`config.mk`:
```
export PLATFORM = sky130hd
export DESIGN_NAME = button_debounce_long_press
export DESIGN_NICKNAME = d
export VERILOG_FILES = /design/src/rtl/core/bdlp_pkg.sv /design/src/rtl/core/button_debounce_long_press.sv
export VERILOG_INCLUDE_DIRS = /design/src /design/src/rtl/core
export SDC_FILE = /design/constraint.sdc
export NUM_CORES = 1
export LEC_CHECK = 0
export BUFFER_PORTS_ARGS = -buffer_cell sky130_fd_sc_hd__buf_2
export CORE_MARGIN = 8
export CORE_UTILIZATION = 25
export CTS_CLUSTER_DIAMETER = 60
export CTS_CLUSTER_SIZE = 40
export DETAILED_ROUTE_END_ITERATION = 10
export GPL_TIMING_DRIVEN = 0
export SLEW_MARGIN = 0
export SYNTH_ARGS = -nofsm -noshare
export SYNTH_HDL_FRONTEND = slang
export SYNTH_SLANG_ARGS = --single-unit
```
`constraint.sdc`:
```
create_clock -name i_clk -period 5.6 [get_ports i_clk]
set_clock_uncertainty 0.15 [all_clocks]
set_input_delay 0.56 -clock i_clk [delete_from_list [all_inputs] [get_ports i_clk]]
set_output_delay 0.56 -clock i_clk [all_outputs]
set_load 0.05 [all_outputs]
```
`src/rtl/core/button_debounce_long_press_defines.svh`:
```
// ---------------------------------------------------------------------------
// button_debounce_long_press_defines.svh
// Assertion macros shared by the button debounce RTL.
// ---------------------------------------------------------------------------
`ifndef BUTTON_DEBOUNCE_LONG_PRESS_DEFINES_SVH
`define BUTTON_DEBOUNCE_LONG_PRESS_DEFINES_SVH

// Same-cycle implication, sampled on i_clk, off during reset
`define BDLP_ASSERT_NOW(label, ante, cons, msg) \
    label: assert property (@(posedge i_clk) disable iff (!i_rst_n) \
        (ante) |-> (cons)) else $error(msg);

// Next-cycle implication, sampled on i_clk, off during reset
`define BDLP_ASSERT_NEXT(label, ante, cons, msg) \
    label: assert property (@(posedge i_clk) disable iff (!i_rst_n) \
        (ante) |=> (cons)) else $error(msg);

`endif

```
`src/rtl/core/bdlp_pkg.sv`:
```
// ---------------------------------------------------------------------------
// bdlp_pkg
// Types, register codes and reset values for the button debounce block.
// ---------------------------------------------------------------------------
`default_nettype none

package bdlp_pkg;

    localparam int unsigned TIME_W   = 32;
    localparam int unsigned CFG_W    = 16;
    localparam int unsigned IN_TDW   = 40;
    localparam int unsigned OUT_TDW  = 8;

    localparam logic [CFG_W-1:0] DEBOUNCE_RST_MS   = 16'd20;
    localparam logic [CFG_W-1:0] LONG_PRESS_RST_MS = 16'd3000;

    // Configuration register indexes
    typedef enum logic {
        REG_DEBOUNCE   = 1'b0,
        REG_LONG_PRESS = 1'b1
    } t_cfg_idx;

    // One poll beat as held in the input register
    typedef struct packed {
        logic              reset_raw;
        logic              next_raw;
        logic [TIME_W-1:0] now_ms;
    } t_in_beat;

    // One result beat as held in the output register
    typedef struct packed {
        logic reset_level;
        logic next_level;
        logic long_press_event;
        logic next_press_event;
    } t_out_beat;

    // Wrapping elapsed time compared against a 16-bit limit
    function automatic logic elapsed_ge(
        input logic [TIME_W-1:0] now,
        input logic [TIME_W-1:0] mark,
        input logic [CFG_W-1:0]  limit
    );
        logic [TIME_W-1:0] diff;
        diff = now - mark;
        return (diff[TIME_W-1:CFG_W] != '0) || (diff[CFG_W-1:0] >= limit);
    endfunction

endpackage

`default_nettype wire

```
`src/rtl/core/button_debounce_long_press.sv`:
```
// An accepted input beat passes the input register, then the output register, to m_axis.
// Throughput: one poll per cycle unless m_axis stalls; the only loop is the per-poll
// button state update, computed between the input and output registers.
// Reset (i_rst_n low, synchronous): both buttons released, timers at 0,
// debounce 20 ms, long press 3000 ms, both pipeline stages empty.
// ---------------------------------------------------------------------------
// button_debounce_long_press
// Two-button debouncer with press-edge event and one-shot long-press event.
// ---------------------------------------------------------------------------
`default_nettype none

`include "button_debounce_long_press_defines.svh"

module button_debounce_long_press
    import bdlp_pkg::*;
(
    input  wire logic               i_clk,
    input  wire logic               i_rst_n,
    // config write port
    input  wire logic               i_cfg_we,
    input  wire logic               i_cfg_addr,
    input  wire logic [CFG_W-1:0]   i_cfg_wdata,
    // poll stream
    input  wire logic               s_axis_tvalid,
    output logic                    s_axis_tready,
    input  wire logic [IN_TDW-1:0]  s_axis_tdata,  // now_ms[31:0], next_raw, reset_raw, pad
    // result stream
    output logic                    m_axis_tvalid,
    input  wire logic               m_axis_tready,
    output logic [OUT_TDW-1:0]      m_axis_tdata   // next_press_event, long_press_event,
                                                   // next_level, reset_level, pad
);

    // Configuration
    logic [CFG_W-1:0]  r_debounce_ms;
    logic [CFG_W-1:0]  r_long_press_ms;

    // Button state
    logic              r_first_stable, n_first_stable;
    logic              r_first_last_raw;
    logic [TIME_W-1:0] r_first_change_time;
    logic              r_second_stable, n_second_stable;
    logic              r_second_last_raw;
    logic [TIME_W-1:0] r_second_change_time;
    logic [TIME_W-1:0] r_press_start_time;
    logic              r_long_done, n_long_done;

    // Pipeline
    logic              r_in_valid;
    t_in_beat          r_in;
    logic              r_out_valid;
    t_out_beat         r_out;
    t_out_beat         n_out;
    logic              w_adv;

    logic              w_first_chg, w_second_chg;
    logic              w_first_ok, w_second_ok;
    logic              w_first_edge, w_second_edge;
    logic              w_long_ok, w_long_fire;

    // Handshake
    assign w_adv         = r_in_valid && (!r_out_valid || m_axis_tready);
    assign s_axis_tready = !r_in_valid || !r_out_valid || m_axis_tready;
    assign m_axis_tvalid = r_out_valid;
    assign m_axis_tdata  = {{(OUT_TDW-4){1'b0}}, r_out};

    // Debounce: a raw change restarts the timer, so elapsed is zero then
    always_comb begin
        w_first_chg  = r_in.next_raw != r_first_last_raw;
        w_second_chg = r_in.reset_raw != r_second_last_raw;
        w_first_ok   = w_first_chg ? (r_debounce_ms == '0)
                     : elapsed_ge(r_in.now_ms, r_first_change_time, r_debounce_ms);
        w_second_ok  = w_second_chg ? (r_debounce_ms == '0)
                     : elapsed_ge(r_in.now_ms, r_second_change_time, r_debounce_ms);

        n_first_stable  = (w_first_ok && r_in.next_raw != r_first_stable)
                        ? r_in.next_raw : r_first_stable;
        n_second_stable = (w_second_ok && r_in.reset_raw != r_second_stable)
                        ? r_in.reset_raw : r_second_stable;
        w_first_edge    = r_first_stable && !n_first_stable;
        w_second_edge   = r_second_stable && !n_second_stable;

        // Hold timer restarts on the stable press edge
        w_long_ok   = w_second_edge ? (r_long_press_ms == '0)
                    : elapsed_ge(r_in.now_ms, r_press_start_time, r_long_press_ms);
        w_long_fire = !n_second_stable && (w_second_edge || !r_long_done) && w_long_ok;
        n_long_done = w_long_fire || (r_long_done && !w_second_edge);

        n_out.next_press_event = w_first_edge;
        n_out.long_press_event = w_long_fire;
        n_out.next_level       = n_first_stable;
        n_out.reset_level      = n_second_stable;
    end

    // Configuration registers
    always_ff @(posedge i_clk) begin
        if (!i_rst_n) begin
            r_debounce_ms   <= DEBOUNCE_RST_MS;
            r_long_press_ms <= LONG_PRESS_RST_MS;
        end else if (i_cfg_we) begin
            unique case (t_cfg_idx'(i_cfg_addr))
                REG_DEBOUNCE:   r_debounce_ms   <= i_cfg_wdata;
                REG_LONG_PRESS: r_long_press_ms <= i_cfg_wdata;
                default:        r_debounce_ms   <= r_debounce_ms;
            endcase
        end
    end

    // Input register
    always_ff @(posedge i_clk) begin
        if (!i_rst_n) begin
            r_in_valid <= 1'b0;
        end else if (s_axis_tready) begin
            r_in_valid <= s_axis_tvalid;
        end
    end

    always_ff @(posedge i_clk) begin
        if (s_axis_tready && s_axis_tvalid) begin
            r_in.now_ms    <= s_axis_tdata[TIME_W-1:0];
            r_in.next_raw  <= s_axis_tdata[TIME_W];
            r_in.reset_raw <= s_axis_tdata[TIME_W+1];
        end
    end

    // Button state update, one beat per advance
    always_ff @(posedge i_clk) begin
        if (!i_rst_n) begin
            r_first_stable       <= 1'b1;
            r_first_last_raw     <= 1'b1;
            r_first_change_time  <= '0;
            r_second_stable      <= 1'b1;
            r_second_last_raw    <= 1'b1;
            r_second_change_time <= '0;
            r_press_start_time   <= '0;
            r_long_done          <= 1'b0;
        end else if (w_adv) begin
            r_first_stable    <= n_first_stable;
            r_first_last_raw  <= r_in.next_raw;
            r_second_stable   <= n_second_stable;
            r_second_last_raw <= r_in.reset_raw;
            r_long_done       <= n_long_done;
            if (w_first_chg) begin
                r_first_change_time <= r_in.now_ms;
            end
            if (w_second_chg) begin
                r_second_change_time <= r_in.now_ms;
            end
            if (w_second_edge) begin
                r_press_start_time <= r_in.now_ms;
            end
        end
    end

    // Output register
    always_ff @(posedge i_clk) begin
        if (!i_rst_n) begin
            r_out_valid <= 1'b0;
        end else if (!r_out_valid || m_axis_tready) begin
            r_out_valid <= r_in_valid;
        end
    end

    always_ff @(posedge i_clk) begin
        if (w_adv) begin
            r_out <= n_out;
        end
    end

    // Checks
    `BDLP_ASSERT_NOW(a_press_ev_level, r_out_valid && r_out.next_press_event,
        !r_out.next_level, "press event with first button released")
    `BDLP_ASSERT_NOW(a_long_ev_level, r_out_valid && r_out.long_press_event,
        !r_out.reset_level, "long-press event with second button released")
    `BDLP_ASSERT_NOW(a_long_ev_done, r_out_valid && r_out.long_press_event,
        r_long_done, "long-press event left the one-shot unarmed state clear")
    `BDLP_ASSERT_NEXT(a_stall_hold, r_in_valid && r_out_valid && !m_axis_tready,
        r_in_valid, "input beat lost while output stalled")

endmodule

`default_nettype wire

```
==> impl_results.md <==
- Startpoint types: register
- Critical Path Fanout Max: 10
- Largest cells by area after synthesis: dfxtp_1 20%, ha_1 13%, a21oi_1 9.1%
- Fin crit period: 5370 ps
- Distinct cells, synth: 74
- Port bufs: 61
- CTS Buf Count: 17
- Number of top-level pins: 72
- CTS sink cnt: around 170
- Worst Hold Class: primary input to register
- Fin area: 15,400 um2
- Core area: between 50,000 and 60,000 um2
- Max cap viols: 0
- Gr usage total: between 10 and 15%
- Setup crit end kind: register
- Final Hold Viols: 0
- Max VDD drop: 0.238 mV
- Worst path slowest cell: edfxtp_1
- Yosys Warn Count: 0
- Family with the most delay on the worst path: compound AO/OA/AOI/OAI gates
- Pre-CTS setup slack: -336 ps
- Post-synth ARST share: 0%
- Initial antenna violation count: 1
- Sequential share of power: a little under two fifths
- Max Slew Vio Count: 0
- Period utilization: 95.9%
- Int Power: 2400 uW
- Most common cell in the synthesized netlist: nand2_1
- Synthesized flop and latch total: approximately 170
- Main flop type after synthesis: dfxtp_1
- # fillers: about 5,900
- Post-detail-place hpwl: 34.5 mm
- WP data required: ~5700 ps
- CTS tree: yes
- Initial core utilization: between 20% and 30%
- Grt total ovfl: 0
- Layout cells sized above 1: approximately 8.5%
- Power share of the clock group: between 30% and 40%
- CTS Hold Bufs: 0
- Final setup viols: 0
- Placer Congestion: 0.920
- Placed Instance Area: approximately 15,000 um2
- Antenna diode count: 0
- Vert. Die Dim: 247 um
- Setup TNS: 0 ps
- Comb power frac: 28.4%
- Avg WL per Cell: between 15 and 20 um
- Area share of the largest cell type after synthesis: a little over 20%
- Via count: about 13,000
- DIE WIDTH: 247 um
- Drt pass-1 iters: 6
- Critical Path AT: 5470 ps
- FP Rows: 85
- Largest net degree at the start of global routing: 35
- Vias per std cell: 5.07
- Cell Chain, Critical Path: ha_1 -> a21o_1 -> a21oi_4 -> nand2_1 -> a21o_1 -> a21o_1 -> a21oi_1 -> o21bai_1 -> xor2_1 -> ha_1 -> and4_1 -> a221oi_2 -> o22ai_1 -> or4_1 -> nor4_1 -> and4_1 -> and4_1 -> buf_4 -> o22ai_1 -> a22oi_2
- Most frequent cells after synthesis: 280 x nand2_1, 243 x a21oi_1, 151 x inv_1
- Clock Pin Slew Worst Setup and Hold Paths: 80 ps
- Layout area overhead: 15.0%
- NetSw: 1290 uW
- First-pass GRT wire length: around 67 mm
- CTS Buffer Depth: 2
- Detailed-route DRC error count: 0
- Htree depth: 4
- Post-route ant nets: 0
- Average cell area after synthesis: 7.58 um2
- Yosys top cell by area: dfxtp_1
- Buf/Inv on CP: 1
- Sequential share of the synthesized area: 28.7%
- Cells after Synth: about 1,800
- Hold WS: 113 ps
- Post-Syn Area: 13,400 um2
- Largest stage delay, worst path: approximately 480 ps
- Violation count after the first detailed-route iteration: 1,046
- Worst-Margin Slew: 996 ps
- Slew headroom: 32.6%
- Leak: 0.00559 uW
- Outcome: completed
- CTS Root Cell: clkbuf_16
- Vias in the first global route: 12,700
- Clk Latency, worst-skew pair: 470 ps
- Final nets: 2,070
- CP Class: register to register
- F_max: 186 MHz
- Post-synth EDFFs: 38
- Power Density: 239 nW/um2
- Die area: 61,200 um2
- Net Sw Frac: 34.9%
- Final WS setup: 230 ps
- Final WL: 42.8 mm
-- repair_timing --
| action | CTS | global route |
|---|---|---|
| setup buffers | 4 | 11 |
| endpoints found under the setup margin | 33 | 36 |
| pin swaps | 0 | 4 |
| gates resized for setup | 7 | 11 |
-- power groups by stage --
stage	clock (uW)	combinational (uW)	sequential, uW
floorplan	0	740	1400
global placement	0	988	1420
detailed placement	0	1000	1430
CTS	1270	1020	1400
global route	1310	1170	1400
finish	1240	1040	1390
-- placed cells by master, fill, tap and decap left out, types with 14 or more instances in the layout --
cell type and instances:
nor2b_1 18, o211ai_1 28, o21ai_0 53, buf_2 72, nor2_1 64, nand3_1 67
nand4_1 32, buf_4 20, or3_1 17, nor4_1 16, dfxtp_1 135, nand2_1 280
o21ai_1 41, a21o_1 39, a31oi_1 16, xnor2_1 38, clkbuf_16 18, a21oi_1 240
and3_1 14, edfxtp_1 38, ha_1 140, o21a_1 20, xor2_1 22, nor3_1 19
clkbuf_1 78, inv_1 150, nand2b_1 16
-- metal layers --
layer  up-vias  GRT usage (%)  wire [um]
met4         2           6.23       1790
met2       339           24.4      20900
met5         -              0         13
met3        95           1.66       1540
li1       6529              -          -
met1      6082           16.5      18600
-- area by class of cell --
type / count / area [um2] / share of cell area [%]
well taps: 696 / 871 / 5.66
repair buffers: 76 / 418 / 2.71
plain buffers: 97 / 413 / 2.68
multi-input cells: 1347 / 8660 / 56.3
clock inverters: 13 / 163 / 1.06
clock buffers: 19 / 454 / 2.95
inverters: 152 / 571 / 3.71
flip-flops and latches: 173 / 3840 / 25.0
-- sequential cells by signal (all words and copies together), names as in the netlist --
signal                cells
r_press_start_time       32
r_first_last_raw          1
m_axis_tdata              4
r_debounce_ms            16
r_long_done               1
r_first_stable            1
m_axis_tvalid             1
r_long_press_ms          16
r_first_change_time      32
r_in_valid                1
r_second_last_raw         1
r_second_stable           1
r_in                     34
r_second_change_time     32
-- worst reg2reg max path, delay by kind of cell, from the launching register on --
kind	cells	cell delay [ps]
AOI/OAI and AO/OA	10	2010
xor gates and xnor gates	1	150
adders and majority gates	2	700
buffers and inverters	1	190
DFF	1	480
and+or+nand+nor	6	1500
-- through the flow --
step                      total power [uW]  std cells  utilization (%)
final                                 3680       2573             28.8
after global routing                  3880       2573             28.8
after CTS                             3680       2562             28.6
after detailed placement              2430       2526             27.3
after global placement                2410       2526             27.3
after floorplan                       2140       1769                -
-- final timing paths --
check | startpoint | endpoint | slack (ps) | cells past startpoint
hold reg to reg | r_first_change_time[18] | r_first_change_time[18] | 300 | 2
hold / removal | s_axis_tdata[1] | r_in[1] | 110 | 1
setup reg to reg | r_in[3] | m_axis_tdata[3] | 230 | 20
setup / recovery | r_in[3] | m_axis_tdata[3] | 230 | 20
-- cells by family (layout without fill, tap and decap cells) --
kind of cell / count (synthesis) / after routing / synth area share [%]
compound gates: 547 / 547 / 25.2
flops: 173 / 173 / 28.7
buf+inv: 249 / 357 / 7.33
fa+ha+maj: 144 / 144 / 13.6
simple gates: 584 / 584 / 20.6
mux: 8 / 8 / 0.607
other cells: 1 / 4 / 0.0280
xor+xnor: 60 / 60 / 3.92
Power figures use the tool's default switching activity.
